===== config.mk =====
export PLATFORM = sky130hd
export DESIGN_NAME = ini_line_tokenizer
export DESIGN_NICKNAME = d
export VERILOG_FILES = /design/src/ilt_pkg.sv /design/src/ilt_ram.sv /design/src/ini_line_tokenizer.sv
export SDC_FILE = /design/constraint.sdc
export NUM_CORES = 1
export LEC_CHECK = 0
export BUFFER_PORTS_ARGS = -buffer_cell sky130_fd_sc_hd__buf_2
export CAP_MARGIN = 20
export CORE_UTILIZATION = 55
export DETAILED_ROUTE_END_ITERATION = 10
export PLACE_DENSITY = 0.83
export SYNTH_ARGS = -nofsm -noshare
export SYNTH_HDL_FRONTEND = slang
export SYNTH_SLANG_ARGS = --single-unit

===== constraint.sdc =====
create_clock -name clk_i -period 8.8 [get_ports clk_i]
set_clock_uncertainty 0.15 [all_clocks]
set_input_delay 0.44 -clock clk_i [delete_from_list [all_inputs] [get_ports clk_i]]
set_output_delay 0.44 -clock clk_i [all_outputs]
set_load 0.005 [all_outputs]

===== src/ilt_pkg.sv =====
// Shared constants and helper functions for the INI line tokenizer.
package ilt_pkg;

  localparam int HOLD_DEPTH = 16;
  localparam int CNT_W      = $clog2(HOLD_DEPTH + 1);
  localparam int ADDR_W     = (HOLD_DEPTH > 1) ? $clog2(HOLD_DEPTH) : 1;

  localparam logic [7:0] LF_BYTE       = 8'd10;
  localparam logic [7:0] OPEN_BRACKET  = 8'h5B;
  localparam logic [7:0] CLOSE_BRACKET = 8'h5D;
  localparam logic [7:0] COMMENT_RESET = 8'd59;
  localparam logic [7:0] DELIM_RESET   = 8'd61;

  localparam logic CFG_COMMENT = 1'b0;
  localparam logic CFG_DELIM   = 1'b1;

  localparam logic [2:0] PH_LINE     = 3'd0;
  localparam logic [2:0] PH_SEC_OPEN = 3'd1;
  localparam logic [2:0] PH_SEC_NAME = 3'd2;
  localparam logic [2:0] PH_SEC_DONE = 3'd3;
  localparam logic [2:0] PH_COMMENT  = 3'd4;
  localparam logic [2:0] PH_KEY      = 3'd5;
  localparam logic [2:0] PH_VAL_OPEN = 3'd6;
  localparam logic [2:0] PH_VALUE    = 3'd7;

  localparam logic [2:0] CL_SEC      = 3'd0;
  localparam logic [2:0] CL_KEY      = 3'd1;
  localparam logic [2:0] CL_VAL      = 3'd2;
  localparam logic [2:0] CL_COM      = 3'd3;
  localparam logic [2:0] CL_SEC_END  = 3'd4;
  localparam logic [2:0] CL_PAIR_END = 3'd5;
  localparam logic [2:0] CL_COM_END  = 3'd6;
  localparam logic [2:0] CL_ERR      = 3'd7;

  localparam logic [2:0] ERR_NONE       = 3'd0;
  localparam logic [2:0] ERR_NO_NAME    = 3'd1;
  localparam logic [2:0] ERR_NO_CLOSE   = 3'd2;
  localparam logic [2:0] ERR_NO_VALUE   = 3'd3;
  localparam logic [2:0] ERR_HOLD_FULL  = 3'd4;

  function automatic logic is_space(input logic [7:0] c);
    return (c == 8'd32) || (c == 8'd9) || (c == 8'd13) || (c == 8'd11) || (c == 8'd12);
  endfunction

  // A line end in this phase produces exactly one word; otherwise none.
  function automatic logic lf_emits(input logic [2:0] ph);
    return (ph != PH_LINE) && (ph != PH_SEC_DONE);
  endfunction

endpackage


===== src/ilt_ram.sv =====
// Generic single-port RAM with registered read data.
module ilt_ram #(
  parameter int Width = 8,
  parameter int Depth = 16
) (
  input  logic                                    clk_i,
  input  logic                                    we_i,
  input  logic [((Depth > 1) ? $clog2(Depth) : 1)-1:0] addr_i,
  input  logic [Width-1:0]                        wdata_i,
  output logic [Width-1:0]                        rdata_o
);

  logic [Width-1:0] mem_q [Depth];
  logic [Width-1:0] rdata_q;

  always_ff @(posedge clk_i) begin
    if (we_i) begin
      mem_q[addr_i] <= wdata_i;
    end
    rdata_q <= mem_q[addr_i];
  end

  assign rdata_o = rdata_q;

endmodule


===== src/ini_line_tokenizer.sv =====
// Top level of the INI line tokenizer: sequencer, line state and output register.
//
// Text enters one byte per word on the input channel (in_valid_i / in_stall_o).
// Each byte may carry end_of_stream_i, which appends an implied line end, and
// restart_i, which clears the error flag and the line state first. Tokens
// leave on the output channel (out_valid_o / out_stall_i), one character or
// marker per word, with last_o set on the final word caused by an input byte.
// The input is stalled while a byte is being worked on. An accepted byte is
// registered and processed, followed by its implied line end if it has one.
// A character that releases held whitespace first flushes each held byte from
// the hold RAM, reading it through the single port and then emitting it. A
// freshly accepted byte is registered before its first word is loaded into
// the output register. While the receiver stalls, the output register
// holds its word and the sequencer waits before emitting the next one.
// Configuration writes (cfg_valid_i, cfg_index_i, cfg_data_i) are always
// taken. Reset restores the default comment and delimiter characters and
// returns to the start of a line with no error pending; the hold RAM needs no
// clearing.
module ini_line_tokenizer (
  input  logic       clk_i,
  input  logic       rst_ni,
  input  logic       in_valid_i,
  output logic       in_stall_o,
  input  logic [7:0] in_byte_i,
  input  logic       end_of_stream_i,
  input  logic       restart_i,
  output logic       out_valid_o,
  input  logic       out_stall_i,
  output logic [7:0] out_byte_o,
  output logic [2:0] token_class_o,
  output logic [2:0] error_code_o,
  output logic       last_o,
  input  logic       cfg_valid_i,
  output logic       cfg_ready_o,
  input  logic       cfg_index_i,
  input  logic [7:0] cfg_data_i
);
  import ilt_pkg::*;

  localparam logic [1:0] ST_IDLE     = 2'd0;
  localparam logic [1:0] ST_CHAR     = 2'd1;
  localparam logic [1:0] ST_FLUSH_RD = 2'd2;
  localparam logic [1:0] ST_FLUSH_EM = 2'd3;

  localparam logic [2:0] ACT_NONE  = 3'd0;
  localparam logic [2:0] ACT_EMIT  = 3'd1;
  localparam logic [2:0] ACT_HOLD  = 3'd2;
  localparam logic [2:0] ACT_FLUSH = 3'd3;
  localparam logic [2:0] ACT_ERR   = 3'd4;

  logic [1:0]       state_q;
  logic [7:0]       comment_q, delim_q;
  logic [7:0]       c_q;
  logic             eos_q;
  logic [2:0]       phase_q;
  logic             err_q;
  logic [CNT_W-1:0] count_q, idx_q;
  logic [2:0]       flush_cls_q;

  logic             out_valid_q, out_last_q;
  logic [7:0]       out_byte_q;
  logic [2:0]       out_cls_q, out_code_q;

  logic [2:0] act;
  logic [2:0] phase_d;
  logic       clr_held, err_hit, body, eol, sp;
  logic [2:0] err_code, body_cls;
  logic [7:0] emit_byte;
  logic [2:0] emit_cls, emit_code;
  logic       err_d, last_c, out_free, emit_fire, char_done;
  logic       ram_we;
  logic [ADDR_W-1:0] ram_addr;
  logic [7:0] ram_rdata;

  always_comb begin
    act       = ACT_NONE;
    phase_d   = phase_q;
    clr_held  = 1'b0;
    err_hit   = 1'b0;
    err_code  = ERR_NONE;
    body      = 1'b0;
    body_cls  = CL_KEY;
    emit_byte = c_q;
    emit_cls  = CL_KEY;
    emit_code = ERR_NONE;
    eol       = (c_q == LF_BYTE);
    sp        = is_space(c_q);
    if (!err_q) begin
      unique case (phase_q) inside
        PH_LINE: begin
          if (!eol && !sp) begin
            clr_held = 1'b1;
            if (c_q == OPEN_BRACKET) begin
              phase_d = PH_SEC_OPEN;
            end else if (c_q == comment_q) begin
              phase_d  = PH_COMMENT;
              act      = ACT_EMIT;
              emit_cls = CL_COM;
            end else if (c_q == delim_q) begin
              phase_d = PH_VAL_OPEN;
            end else begin
              phase_d  = PH_KEY;
              act      = ACT_EMIT;
              emit_cls = CL_KEY;
            end
          end
        end
        PH_SEC_OPEN, PH_SEC_NAME: begin
          if (eol) begin
            err_hit  = 1'b1;
            err_code = (phase_q == PH_SEC_OPEN) ? ERR_NO_NAME : ERR_NO_CLOSE;
          end else if (c_q == CLOSE_BRACKET) begin
            clr_held  = 1'b1;
            act       = ACT_EMIT;
            emit_byte = 8'd0;
            emit_cls  = CL_SEC_END;
            phase_d   = PH_SEC_DONE;
          end else begin
            phase_d  = PH_SEC_NAME;
            body     = 1'b1;
            body_cls = CL_SEC;
          end
        end
        PH_SEC_DONE: begin
          if (eol) begin
            phase_d = PH_LINE;
          end
        end
        PH_COMMENT: begin
          act = ACT_EMIT;
          if (eol) begin
            emit_byte = 8'd0;
            emit_cls  = CL_COM_END;
            phase_d   = PH_LINE;
          end else begin
            emit_cls = CL_COM;
          end
        end
        PH_KEY: begin
          if (eol) begin
            clr_held  = 1'b1;
            act       = ACT_EMIT;
            emit_byte = 8'd0;
            emit_cls  = CL_PAIR_END;
            phase_d   = PH_LINE;
          end else if (c_q == delim_q) begin
            clr_held = 1'b1;
            phase_d  = PH_VAL_OPEN;
          end else begin
            body     = 1'b1;
            body_cls = CL_KEY;
          end
        end
        PH_VAL_OPEN: begin
          if (eol) begin
            err_hit  = 1'b1;
            err_code = ERR_NO_VALUE;
          end else if (!sp) begin
            clr_held = 1'b1;
            phase_d  = PH_VALUE;
            act      = ACT_EMIT;
            emit_cls = CL_VAL;
          end
        end
        PH_VALUE: begin
          if (eol) begin
            clr_held  = 1'b1;
            act       = ACT_EMIT;
            emit_byte = 8'd0;
            emit_cls  = CL_PAIR_END;
            phase_d   = PH_LINE;
          end else begin
            body     = 1'b1;
            body_cls = CL_VAL;
          end
        end
        default: begin
          phase_d  = PH_LINE;
          clr_held = 1'b1;
        end
      endcase
      if (body) begin
        if (sp) begin
          if (count_q == CNT_W'(HOLD_DEPTH)) begin
            err_hit  = 1'b1;
            err_code = ERR_HOLD_FULL;
          end else begin
            act = ACT_HOLD;
          end
        end else if (count_q != '0) begin
          act = ACT_FLUSH;
        end else begin
          act      = ACT_EMIT;
          emit_cls = body_cls;
        end
      end
      if (err_hit) begin
        act       = ACT_ERR;
        emit_byte = 8'd0;
        emit_cls  = CL_ERR;
        emit_code = err_code;
        clr_held  = 1'b1;
        phase_d   = PH_LINE;
      end
    end
  end

  assign out_free  = !out_valid_q || !out_stall_i;
  assign err_d     = err_q | err_hit;
  assign last_c    = !(eos_q && !err_d && lf_emits(phase_d));
  assign char_done = (state_q == ST_CHAR) &&
                     ((act == ACT_NONE) || (act == ACT_HOLD) ||
                      (((act == ACT_EMIT) || (act == ACT_ERR)) && out_free));
  assign emit_fire = ((state_q == ST_CHAR) && ((act == ACT_EMIT) || (act == ACT_ERR)) &&
                      out_free) ||
                     ((state_q == ST_FLUSH_EM) && out_free);

  assign ram_we   = (state_q == ST_CHAR) && (act == ACT_HOLD);
  assign ram_addr = (state_q == ST_CHAR) ? count_q[ADDR_W-1:0] : idx_q[ADDR_W-1:0];

  ilt_ram #(
    .Width(8),
    .Depth(HOLD_DEPTH)
  ) u_hold_ram (
    .clk_i  (clk_i),
    .we_i   (ram_we),
    .addr_i (ram_addr),
    .wdata_i(c_q),
    .rdata_o(ram_rdata)
  );

  always_ff @(posedge clk_i or negedge rst_ni) begin
    if (!rst_ni) begin
      state_q     <= ST_IDLE;
      comment_q   <= COMMENT_RESET;
      delim_q     <= DELIM_RESET;
      c_q         <= 8'd0;
      eos_q       <= 1'b0;
      phase_q     <= PH_LINE;
      err_q       <= 1'b0;
      count_q     <= '0;
      idx_q       <= '0;
      flush_cls_q <= CL_SEC;
      out_valid_q <= 1'b0;
      out_byte_q  <= 8'd0;
      out_cls_q   <= CL_SEC;
      out_code_q  <= ERR_NONE;
      out_last_q  <= 1'b0;
    end else begin
      if (cfg_valid_i) begin
        unique case (cfg_index_i)
          CFG_COMMENT: comment_q <= cfg_data_i;
          CFG_DELIM:   delim_q   <= cfg_data_i;
          default:     comment_q <= comment_q;
        endcase
      end

      if (emit_fire) begin
        out_valid_q <= 1'b1;
        if (state_q == ST_FLUSH_EM) begin
          out_byte_q <= ram_rdata;
          out_cls_q  <= flush_cls_q;
          out_code_q <= ERR_NONE;
          out_last_q <= 1'b0;
        end else begin
          out_byte_q <= emit_byte;
          out_cls_q  <= emit_cls;
          out_code_q <= emit_code;
          out_last_q <= last_c;
        end
      end else if (!out_stall_i) begin
        out_valid_q <= 1'b0;
      end

      unique case (state_q)
        ST_IDLE: begin
          if (in_valid_i) begin
            c_q   <= in_byte_i;
            eos_q <= end_of_stream_i;
            if (restart_i) begin
              err_q   <= 1'b0;
              phase_q <= PH_LINE;
              count_q <= '0;
            end
            state_q <= ST_CHAR;
          end
        end
        ST_CHAR: begin
          if (char_done) begin
            phase_q <= phase_d;
            err_q   <= err_d;
            if (clr_held) begin
              count_q <= '0;
            end else if (act == ACT_HOLD) begin
              count_q <= count_q + CNT_W'(1);
            end
            if (eos_q) begin
              c_q   <= LF_BYTE;
              eos_q <= 1'b0;
            end else begin
              state_q <= ST_IDLE;
            end
          end else if (act == ACT_FLUSH) begin
            idx_q       <= '0;
            flush_cls_q <= body_cls;
            state_q     <= ST_FLUSH_RD;
          end
        end
        ST_FLUSH_RD: begin
          state_q <= ST_FLUSH_EM;
        end
        ST_FLUSH_EM: begin
          if (out_free) begin
            if (idx_q + CNT_W'(1) == count_q) begin
              count_q <= '0;
              state_q <= ST_CHAR;
            end else begin
              idx_q   <= idx_q + CNT_W'(1);
              state_q <= ST_FLUSH_RD;
            end
          end
        end
        default: state_q <= ST_IDLE;
      endcase
    end
  end

  assign in_stall_o    = (state_q != ST_IDLE);
  assign cfg_ready_o   = 1'b1;
  assign out_valid_o   = out_valid_q;
  assign out_byte_o    = out_byte_q;
  assign token_class_o = out_cls_q;
  assign error_code_o  = out_code_q;
  assign last_o        = out_last_q;

endmodule


After elaboration in Yosys (flattened, before gate mapping)

Memories as Yosys holds them, arrays and structs flattened. A register that Yosys moved wholly into a read port is not among the register bits.
Index checks and enable logic that the tools add are counted.
Widths: inputs -> output; s select.

Flip-flop bits (word level): 60
RAM bits: 128
Bits of input ports: 24
Output and inout bits: 18
Word-level logic and storage cells: 242
Memories: 1

Add/sub/neg operators: 2
Equality and inequality tests: 40
Muxes and demuxes: 132
Bitwise gates (word level): 3
Reductions and logical operators: 49

Memories:

| name             | depth | bits a word | rd ports | clocked after Yosys merged registers in | write ports | RTL line      | text |
|---|---|---|---|---|---|---|---|
| u_hold_ram.mem_q | 16    | 8           | 1        | 1                                       | 1           | ilt_ram.sv:13 | `logic [Width-1:0] mem_q [Depth];` |

Operators by type and width:

| kind                | number |
|---|---|
| $mux 3              | 39 |
| $mux 8              | 9 |
| $mux 5              | 11 |
| $pmux 3 s5          | 3 |
| $eq 8x4->1 const B  | 5 |
| $mux 1              | 40 |
| $mux 2              | 17 |
| $pmux 8 s2          | 2 |
| $pmux 3 s2          | 3 |
| $eq 8x7->1 const B  | 2 |
| $eq 8x8->1          | 2 |
| $eq 3x3->1 const B  | 5 |
| $pmux 5 s3          | 1 |
| $ne 2x2->1 const B  | 7 |
| $eq 3x2->1 const B  | 4 |
| $reduce_and 4->1    | 3 |
| $add 5x1->5 const B | 2 |
| $logic_and 1x1->1   | 10 |
| $pmux 5 s2          | 1 |
| $logic_or 1x1->1    | 9 |
| $ne 3x2->1 const B  | 3 |
| $reduce_or 3->1     | 3 |
| $eq 8x6->1 const B  | 1 |
| $pmux 2 s4          | 1 |
| other kinds (24)    | 43 |

Logic depth before layout (Yosys ltp)

Gate-level depths: netlist of the first run.

Depth after elaboration: 21
Depth in mapped cells: 12
Mapped depth without buffers: 9

Cells and area by module

Synthesis of the first run repeated with hierarchy kept, for this count alone.

Cell total of the unflattened synthesis: 640
Area total of the unflattened synthesis: 8767.2 um^2

Modules (own cells, without submodules):

| module             | instances | cells an instance | area an instance (um^2) | sequential area each (um^2) |
|---|---|---|---|---|
| ilt_ram            | 1         | 230               | 5067.4                  | 4003.8 |
| ini_line_tokenizer | 1         | 410               | 3699.8                  | 1488.9 |

Least setup slack after synthesis of the first run

No wires, ideal clock.

Path kind: flip-flop to flip-flop
Start point: reg c_q[4]
End point: mem u_hold_ram.mem_q[15][0], enable pin
Arrival: 3.289 ns
Data required time: 8.255 ns
Slack: 4.966 ns
Stages on the path, launching flop included: 11
Path buffers: 3
Period minus slack after synthesis: 3.834 ns
Cell sequence: dfrtp_1 buf_6 or3_4 or4_1 o31a_2 buf_6 o211ai_1 and4_1 buf_2 nand3_2 nor4_1

Cells in the longest elaborated chain, start to end: 18

Ends and longest elaborated chain:

| element                                         | RTL line                  | text |
|---|---|---|
| start: declaration                              | ini_line_tokenizer.sv:53  | `logic [7:0] c_q;` |
| start signal: assignment                        | ini_line_tokenizer.sv:278 | `c_q <= in_byte_i;` |
| $eq 8x6->1 / $eq 8x4->1 (equally long branches) | ilt_pkg.sv:42             | `return (c == 8'd32) \|\| (c == 8'd9) \|\| (c == 8'd13) \|\| (c == 8'd11) \|\| (c == 8'd12);` |
| $logic_or 1x1->1 (4 in a row)                   | ilt_pkg.sv:42             |  |
| $logic_not 1->1                                 | n/a                       |  |
| $logic_and 1x1->1                               | ini_line_tokenizer.sv:91  | `if (!eol && !sp) begin` |
| $mux 3                                          | ini_line_tokenizer.sv:91  |  |
| $pmux 3 s5                                      | ini_line_tokenizer.sv:89  | `unique case (phase_q) inside` |
| $mux 3                                          | ini_line_tokenizer.sv:184 | `if (count_q == CNT_W'(HOLD_DEPTH)) begin` |
| $mux 3                                          | ini_line_tokenizer.sv:183 | `if (sp) begin` |
| $mux 3                                          | ini_line_tokenizer.sv:182 | `if (body) begin` |
| $mux 3 (*)                                      | ini_line_tokenizer.sv:197 | `if (err_hit) begin` |
| $mux 3 (*)                                      | ini_line_tokenizer.sv:88  | `if (!err_q) begin` |
| $eq 3x2->1 (*)                                  | ini_line_tokenizer.sv:218 | `assign ram_we = (state_q == ST_CHAR) && (act == ACT_HOLD);` |
| $logic_and 1x1->1 (*)                           | ini_line_tokenizer.sv:218 |  |
| $mux 1 (*)                                      | ilt_ram.sv:17             | `if (we_i) begin` |
| $mux 1 (not written as such) (*)                | ilt_ram.sv:18             | `mem_q[addr_i] <= wdata_i;` |
| end: declaration                                | ilt_ram.sv:13             |  |

Mark *: on every way between the ends. The rest lies on a longest branch, timed or not. The select of a mux whose other input is x is not followed.

Worst setup path in the final report of the first run

Start point: reg c_q[7]
End point: mem u_hold_ram.mem_q[10][2], enable pin

Same word-level chain as after synthesis.

==> results.yml, run 1 <==
outcome:
  status: "complete, no violations"
critical_path:
  cp_max_fo: 23
  r2r_start: "c_q[7]$_DFFE_PN0P_"
  critPathRequiredTime_ps: 8800
  timing.critical_path.arrival_ps: 4740
  worstSetupPathType: "reg -> reg"
  setup_slack_on_the_worst_flop_to_flop_path_ps: 4060
  rr_endpoint: "u_hold_ram.mem_q[10][2]$_DFFE_PP_"
  start_kind: "flop"
  worstSetupEndpointType: "flop"
  r2r.worst_path.cells: 9
timing:
  hold_violations: 0
  tightest_slew_ps: 1130
  setup-violations-final: 0
  report.final.slew_viol_count: 0
  finalWorstPathRequiredPeriod_ps: 4740
  hold-worst-slack_ps: 3.29
  clock.fmax_mhz: 211
  setup_tns_ps: 0
  slew_headroom_pct: 25.0
  grt_setup_unrepaired: "no"
  final.period_utilization_pct: 53.9
cells_and_area:
  antennaDiodeCount: 0
  design.final.nets: 737
  layout-drive-gt1-share_pct: 22.0
  area_growth_syn_to_layout_pct: 10.8
  fin_area_sq_mm: 0.00995
  fill_cells: 1173
logic_synthesis:
  synth.area.mux_share_pct: 10.4
  synthSimpleGateAreaFrac_pct: 12.2
  largest_family_of_logic_cells_by_synthesized_area: "simple AND/OR/NAND/NOR gates"
  synthesized_area_per_cell_sq_um: 13.1
  yosys_warnings: 0
  synth-seq-cells: 195
  post_syn_instances: 683
  compound_gate_fraction_of_synth_area_pct: 10.4
  synth-seq-area-share_pct: 61.2
  synth_adder_area_share_pct: 0.418
  post_synth_edffs: 128
  syn_area_sq_mm: 0.00898
  postSynth.asyncResetShare_pct: 30.3
  yosys.cell_types.count: 78
  synth_xor_xnor_area_share_pct: 2.54
  syn_nets: 710
  ys.flop_type: "sky130_fd_sc_hd__edfxtp_1"
route:
  route.final.wire_length_um: 21400
  routed_wire_length_per_instance_um: 22.8
  drtAntennaViolNets: 0
  drt_pre_antenna_iters: 7
  detail_route.vias_per_cell: 6.54
  drtIter0Drc: 829
  detailroute.via_count: 6137
  drc_errors: 0
clock_network:
  holdBufCountCts: 0
  cts.path.max_buffers: 2
  cts_setup_buffers: 0
  cts.htree.levels: 4
  clock_tree.root_cell: "sky130_fd_sc_hd__clkbuf_16"
  clk-insertion-delay-late_ps: 440
  cts_num_sinks: 195
  post_cts_resize_count: 0
  clk_pin_slew_ps: 80
  tritoncts.num_buffers: 17
  tritoncts_clock_tree: "built"
floorplan:
  num_io_pins: 42
  die_x_um: 130
  rows: 46
  design.core.area_sq_mm: 0.0159
  die_h_um: 130
  die-area_sq_mm: 0.0168
  initial_core_util_pct: 56.5
place:
  port_buffers: 40
  placed_instance_area_sq_mm: 0.00934
  globalplace.congestion: 0.961
  post-dp-hpwl_um: 13800
power:
  power.ir.vdd_worst_mv: 0.227
  flop_pwr_share_pct: 40.3
  power_mw: 3.46
  intPower_mw: 2.08
  swShare_pct: 39.7
  power.switching_mw: 1.37
  p_leak_nw: 3.63
  clockPowerShare_pct: 22.5
  p_per_area_mw_per_mm2: 348
  share_comb_of_total_power_pct: 37.2
global_route:
  globalRouteMet3Util_pct: 7.54
  overall_fraction_of_global_route_tracks_in_use_pct: 27.0
  top_usage_layer: "met2"
  global_route.usage.met2_pct: 43.8
  antenna_violations_before_repair: 0
  global_route_met1_utilization_pct: 34.5
  vias_in_the_first_global_route: 5969
  overflow: 0
  grt_first_pass_wirelength_um: 33000
  grt_start_max_net_pins: 60
job:
  max_cap_violation_count: 0
hold_path:
  worst_hold_path_type: "in -> async"
[cells by family (layout without fill, tap and decap cells)]
| family | count (synthesis) | after routing |
|---|---|---|
| simple gates | 220 | 220 |
| flops | 195 | 195 |
| compound gates | 130 | 130 |
| buf+inv | 57 | 97 |
| mux | 51 | 51 |
| xor+xnor | 26 | 26 |
| fa+ha+maj | 3 | 3 |
| other cells | 1 | 1 |
[through the flow]
step / worst slack (ps) / std cells / util, %
after global routing: 3780 / 939 / 62.6
after CTS: 3960 / 937 / 62.5
after detailed placement: 4010 / 905 / 58.8
after global placement: 4230 / 905 / 58.8
final: 4060 / 939 / 62.6
after floorplan: 4970 / 683 / -
[layout by cell type (no fill, tap or decap), types with 13 or more instances in the layout]
master                        n
sky130_fd_sc_hd__edfxtp_1   128
sky130_fd_sc_hd__nand2_1     85
sky130_fd_sc_hd__dfrtp_1     49
sky130_fd_sc_hd__buf_2       41
sky130_fd_sc_hd__nor2_1      37
sky130_fd_sc_hd__mux4_2      32
sky130_fd_sc_hd__a31oi_1     25
sky130_fd_sc_hd__o21ai_0     22
sky130_fd_sc_hd__and3_1      18
sky130_fd_sc_hd__clkbuf_16   18
sky130_fd_sc_hd__a21oi_1     17
sky130_fd_sc_hd__nand3_1     16
sky130_fd_sc_hd__mux2_2      16
sky130_fd_sc_hd__xor2_1      13
sky130_fd_sc_hd__xnor2_1     13
[worst max-delay path, cell delays in order, from the launching register on]
cell,delay (ps)
sky130_fd_sc_hd__dfrtp_1,930
sky130_fd_sc_hd__xor2_1,140
sky130_fd_sc_hd__nor4_1,580
sky130_fd_sc_hd__nand2_1,280
sky130_fd_sc_hd__o2111ai_1,310
sky130_fd_sc_hd__and4_1,420
sky130_fd_sc_hd__and3_1,350
sky130_fd_sc_hd__nand4_1,340
sky130_fd_sc_hd__nor3_1,650
sky130_fd_sc_hd__clkbuf_2,290
[area by class of cell]
class	count	area, sq um	area share [%]
Timing Repair Buffer	51	278	2.79
Inverter	14	52.6	0.528
Clock buffer	19	464	4.67
Multi-Input combinational cell	431	3260	32.8
Sequential cell	195	5490	55.2
Tap cell	216	270	2.72
Clock inverter	13	130	1.31
[how the worst max path moves through the flow]
stage                            start                           endpoint  cells past startpoint
finish              c_q[7]$_DFFE_PN0P_  u_hold_ram.mem_q[10][2]$_DFFE_PP_                      9
global route        c_q[3]$_DFFE_PN0P_  u_hold_ram.mem_q[10][6]$_DFFE_PP_                      9
detailed placement  c_q[3]$_DFFE_PN0P_  u_hold_ram.mem_q[10][4]$_DFFE_PP_                      8
global placement    c_q[7]$_DFFE_PN0P_   u_hold_ram.mem_q[2][2]$_DFFE_PP_                      8
floorplan           c_q[4]$_DFFE_PN0P_  u_hold_ram.mem_q[15][0]$_DFFE_PP_                     10
CTS                 c_q[7]$_DFFE_PN0P_  u_hold_ram.mem_q[10][6]$_DFFE_PP_                      8
[registers in the layout (all words and copies together), names as in the netlist, 5 cells and up]
name,count
u_hold_ram.mem_q,128
c_q,8
comment_q,8
delim_q,8
out_byte_o,8
u_hold_ram.rdata_o,8
count_q,5
idx_q,5
[per-layer routing]
metal	vias to the layer above	share of wire (%)
li1	2670	-
met1	3037	39
met2	365	49
met3	65	8.9
met4	0	3.1
met5	-	0
[power groups by stage]
stage / clock network (mW) / logic (mW) / registers (mW)
3_5_place_dp: 0 / 1.25 / 1.41
2_1_floorplan: 0 / 1.01 / 1.27
3_3_place_gp: 0 / 1.22 / 1.40
4_1_cts: 0.777 / 1.27 / 1.39
5_1_grt: 0.809 / 1.39 / 1.42
6_report: 0.776 / 1.29 / 1.39
[cells in the mapped netlist, types with 4 or more instances]
cell	number	area (sq um)
sky130_fd_sc_hd__buf_2	11	55.1
sky130_fd_sc_hd__o21ai_0	23	115
sky130_fd_sc_hd__mux2_2	16	180
sky130_fd_sc_hd__mux4_2	32	721
sky130_fd_sc_hd__and4_1	4	35.0
sky130_fd_sc_hd__nor2b_1	9	56.3
sky130_fd_sc_hd__and2_1	5	31.3
sky130_fd_sc_hd__xor2_1	13	114
sky130_fd_sc_hd__o31ai_1	6	45.0
sky130_fd_sc_hd__nand2_1	85	319
sky130_fd_sc_hd__dfxtp_1	8	160
sky130_fd_sc_hd__nand4_1	10	62.6
sky130_fd_sc_hd__o211ai_1	7	52.6
sky130_fd_sc_hd__a22o_1	5	43.8
sky130_fd_sc_hd__a31oi_1	25	156
sky130_fd_sc_hd__o41ai_1	4	35.0
sky130_fd_sc_hd__nor4_1	5	31.3
sky130_fd_sc_hd__and3_1	18	113
sky130_fd_sc_hd__nand3_1	16	80.1
sky130_fd_sc_hd__clkbuf_1	26	97.6
sky130_fd_sc_hd__nor2_1	37	139
sky130_fd_sc_hd__a21oi_1	17	85.1
sky130_fd_sc_hd__nor3_1	11	55.1
sky130_fd_sc_hd__dfrtp_1	49	1230
sky130_fd_sc_hd__xnor2_1	13	114
sky130_fd_sc_hd__dfstp_2	10	263
sky130_fd_sc_hd__inv_1	12	45.0
sky130_fd_sc_hd__edfxtp_1	128	3840
No activity file was read; power rests on OpenSTA's default activity.
==> run 2: changes to the inputs <==
- ABC_AREA: default -> 1
- PLACE_DENSITY: 0.83 -> 0.85
- clock period: 8.8 -> 4.2 ns (I/O delays scaled with it)
==> run 2 against run 1 <==
Compared with the run above:
- register-to-register slack lost 3700 ps
- power up 110%
- sequential share of layout area decreased by 1.0 points
- sequential cell count unchanged
- die area shrank 0.49%
- via count increased by 8.9%
- largest cell class unchanged
==> results.yml, run 2 <==
outcome:
  status: "complete, no violations"
logic_synthesis:
  yosys_warnings: 0
  post_synth_main_area_contributors: "sky130_fd_sc_hd__edfxtp_1 (43%), sky130_fd_sc_hd__dfrtp_1 (14%), sky130_fd_sc_hd__nand2_1 (8.2%)"
  syn_nets: 901
  post_synth_edffs: 128
  ys.flop_type: "sky130_fd_sc_hd__edfxtp_1"
  postSynth.asyncResetShare_pct: 30.3
  syn_area_sq_mm: 0.00893
  synth-seq-area-share_pct: 61.5
  synth_top_cells_by_count: "sky130_fd_sc_hd__nand2_1 (196), sky130_fd_sc_hd__edfxtp_1 (128), sky130_fd_sc_hd__nor2_1 (79), sky130_fd_sc_hd__inv_1 (69), sky130_fd_sc_hd__a22oi_1 (65)"
  yosys.cell_types.count: 45
  synth_most_common_cell: "sky130_fd_sc_hd__nand2_1"
  synth-seq-cells: 195
  synth_top_area_cell: "sky130_fd_sc_hd__edfxtp_1"
  yosysTopAreaCellShare_pct: 43.0
  post_syn_instances: 874
  synthesized_area_per_cell_sq_um: 10.2
power:
  power.switching_mw: 2.90
  clockPowerShare_pct: 22.9
  share_comb_of_total_power_pct: 38.4
  power.ir.vdd_worst_mv: 0.424
  swShare_pct: 40.8
  intPower_mw: 4.21
  p_per_area_mw_per_mm2: 702
  p_leak_nw: 4.16
  flop_pwr_share_pct: 38.7
clock_network:
  cts.htree.levels: 4
  cts_setup_buffers: 0
  clk-insertion-delay-late_ps: 440
  tritoncts_clock_tree: "built"
  tritoncts.num_buffers: 17
  cts_num_sinks: 195
  post_cts_resize_count: 0
  cts.path.max_buffers: 2
  clock_tree.root_cell: "sky130_fd_sc_hd__clkbuf_16"
  clk_pin_slew_ps: 70
cells_and_area:
  layout-drive-gt1-share_pct: 16.2
  fill_cells: 1232
  layout.cells.most_common_list: "sky130_fd_sc_hd__nand2_1 (196), sky130_fd_sc_hd__edfxtp_1 (128), sky130_fd_sc_hd__nor2_1 (77)"
  area_growth_syn_to_layout_pct: 13.4
  number_of_flip_flops_under_the_largest_register_name: 128
  largest-register: "u_hold_ram.mem_q"
  design.final.nets: 965
  most_common_cell_after_layout_fill_and_taps_aside: "sky130_fd_sc_hd__nand2_1"
  antennaDiodeCount: 0
  non_filler_instance_count_after_layout: 1167
timing:
  slew_headroom_pct: 39.9
  setup_tns_ps: 0
  clock.fmax_mhz: 259
  final.period_utilization_pct: 91.9
  tightest_slew_ps: 901
  report.final.slew_viol_count: 0
  hold_violations: 0
  setup-violations-final: 0
  grt_setup_unrepaired: "no"
  finalWorstPathRequiredPeriod_ps: 3860
critical_path:
  cp_max_fo: 25
  start_kind: "flop"
  worstSetupEndpointType: "flop"
  critPathMaxStageDelay_ps: 860
  timing.critical_path.arrival_ps: 3780
  timing.critical_path.cells: "inv_1, nor2_1, nand3_1, nand2_1, nand2_2, nand3_1, nand3_1, nor2_1, nand2_2, nor3_1, nand2_1, nor2_1"
  worstSetupPathType: "reg -> reg"
  cp_slowest_cell: "sky130_fd_sc_hd__dfrtp_1"
  critPathRequiredTime_ps: 4120
route:
  drtAntennaViolNets: 0
  drtIter0Drc: 693
  detailroute.via_count: 6683
  drt_pre_antenna_iters: 5
  routed_wire_length_per_instance_um: 18.4
  detail_route.vias_per_cell: 5.73
  drc_errors: 0
  route.final.wire_length_um: 21500
global_route:
  grt_first_pass_wirelength_um: 33800
  grt_start_max_net_pins: 60
  overall_fraction_of_global_route_tracks_in_use_pct: 27.3
  vias_in_the_first_global_route: 6350
  antenna_violations_before_repair: 0
  overflow: 0
hold_path:
  worst_hold_path_type: "in -> reg"
floorplan:
  initial_core_util_pct: 56.2
  die-area_sq_mm: 0.0168
  rows: 46
  die_h_um: 129
  die_x_um: 129
  num_io_pins: 42
  design.core.area_sq_mm: 0.0159
job:
  max_cap_violation_count: 0
place:
  globalplace.congestion: 0.916
  post-dp-hpwl_um: 14300
  post-place-cells: 1118
  port_buffers: 40
## run 2: stage by stage
stage | power (mW) | hold WS (ps) | setup WS (ps) | area (sq um) | utilization [%]
2_1_floorplan | 4.66 | -236 | 1360 | 8930 | -
3_5_place_dp | 5.45 | 259 | 456 | 9380 | 59.0
5_1_grt | 7.52 | 30.3 | 54.5 | 10100 | 63.8
6_report | 7.11 | 30.9 | 338 | 10100 | 63.8
3_3_place_gp | 5.36 | 253 | 628 | 9380 | 59.0
4_1_cts | 7.07 | 14.2 | 396 | 10100 | 63.8
## run 2: area by class of cell
class / instances / area (sq um) / area share, %
sequential: 195 / 5490 / 54.2
multi-input combinational: 568 / 2970 / 29.3
timing repair buffer: 77 / 520 / 5.14
clock buffer: 18 / 429 / 4.24
inverter: 79 / 299 / 2.95
tap: 216 / 270 / 2.67
clock inverter: 14 / 156 / 1.54
## run 2: worst max-delay path: cells and delay by family, from the launching register on
family                 cells  cell delay (ps)
buffers and inverters      1              180
flip-flops                 1              860
AND/OR/NAND/NOR           11             2310
## run 2: final timing paths
kind	from	end	slack, ps	depth (start not counted)
worst min-delay path	out_stall_i	out_valid_o$_DFFE_PN0P_	30	3
worst min register to register	u_hold_ram.rdata_o[2]$_DFF_P_	out_byte_o[2]$_DFFE_PN0P_	310	2
worst max-delay path	c_q[3]$_DFFE_PN0P_	u_hold_ram.mem_q[10][5]$_DFFE_PP_	340	12
min in group asynchronous	rst_ni	count_q[3]$_DFFE_PN0P_	290	3
worst max register to register	c_q[3]$_DFFE_PN0P_	u_hold_ram.mem_q[10][5]$_DFFE_PP_	340	12
max in group asynchronous	rst_ni	c_q[7]$_DFFE_PN0P_	3080	3
## run 2: timing repair
item | CTS | global route
endpoints found under the setup margin | 0 | 0
hold buffers | 17 | 0
endpoints found under the hold margin | 73 | 0
## run 2: power groups by stage
stage	Clock, mW	Sequential [mW]	Combinational (mW)
after floorplan	0	2.67	1.99
after global placement	0	2.78	2.58
after detailed placement	0	2.79	2.66
after CTS	1.63	2.75	2.69
after global routing	1.70	2.79	3.03
final	1.63	2.75	2.73
## run 2: routing by layer
metal  wire [um]  track usage (%)
met5           0                0
met3        1680             5.49
met2       10700             43.9
met1        8610             36.5
met4         535             11.3
## run 2: logic make-up (layout without fill, tap and decap cells)
family                     Yosys count  in the layout  synth area share, %
AOI/OAI and AO/OA                  168            168                 11.6
adders and majority gates            3              3                0.420
other                                1              1               0.0420
buffers and inverters              111            188                 5.36
and+or+nand+nor                    383            383                 19.8
DFF                                195            195                 61.5
xor gates and xnor gates            13             13                 1.27
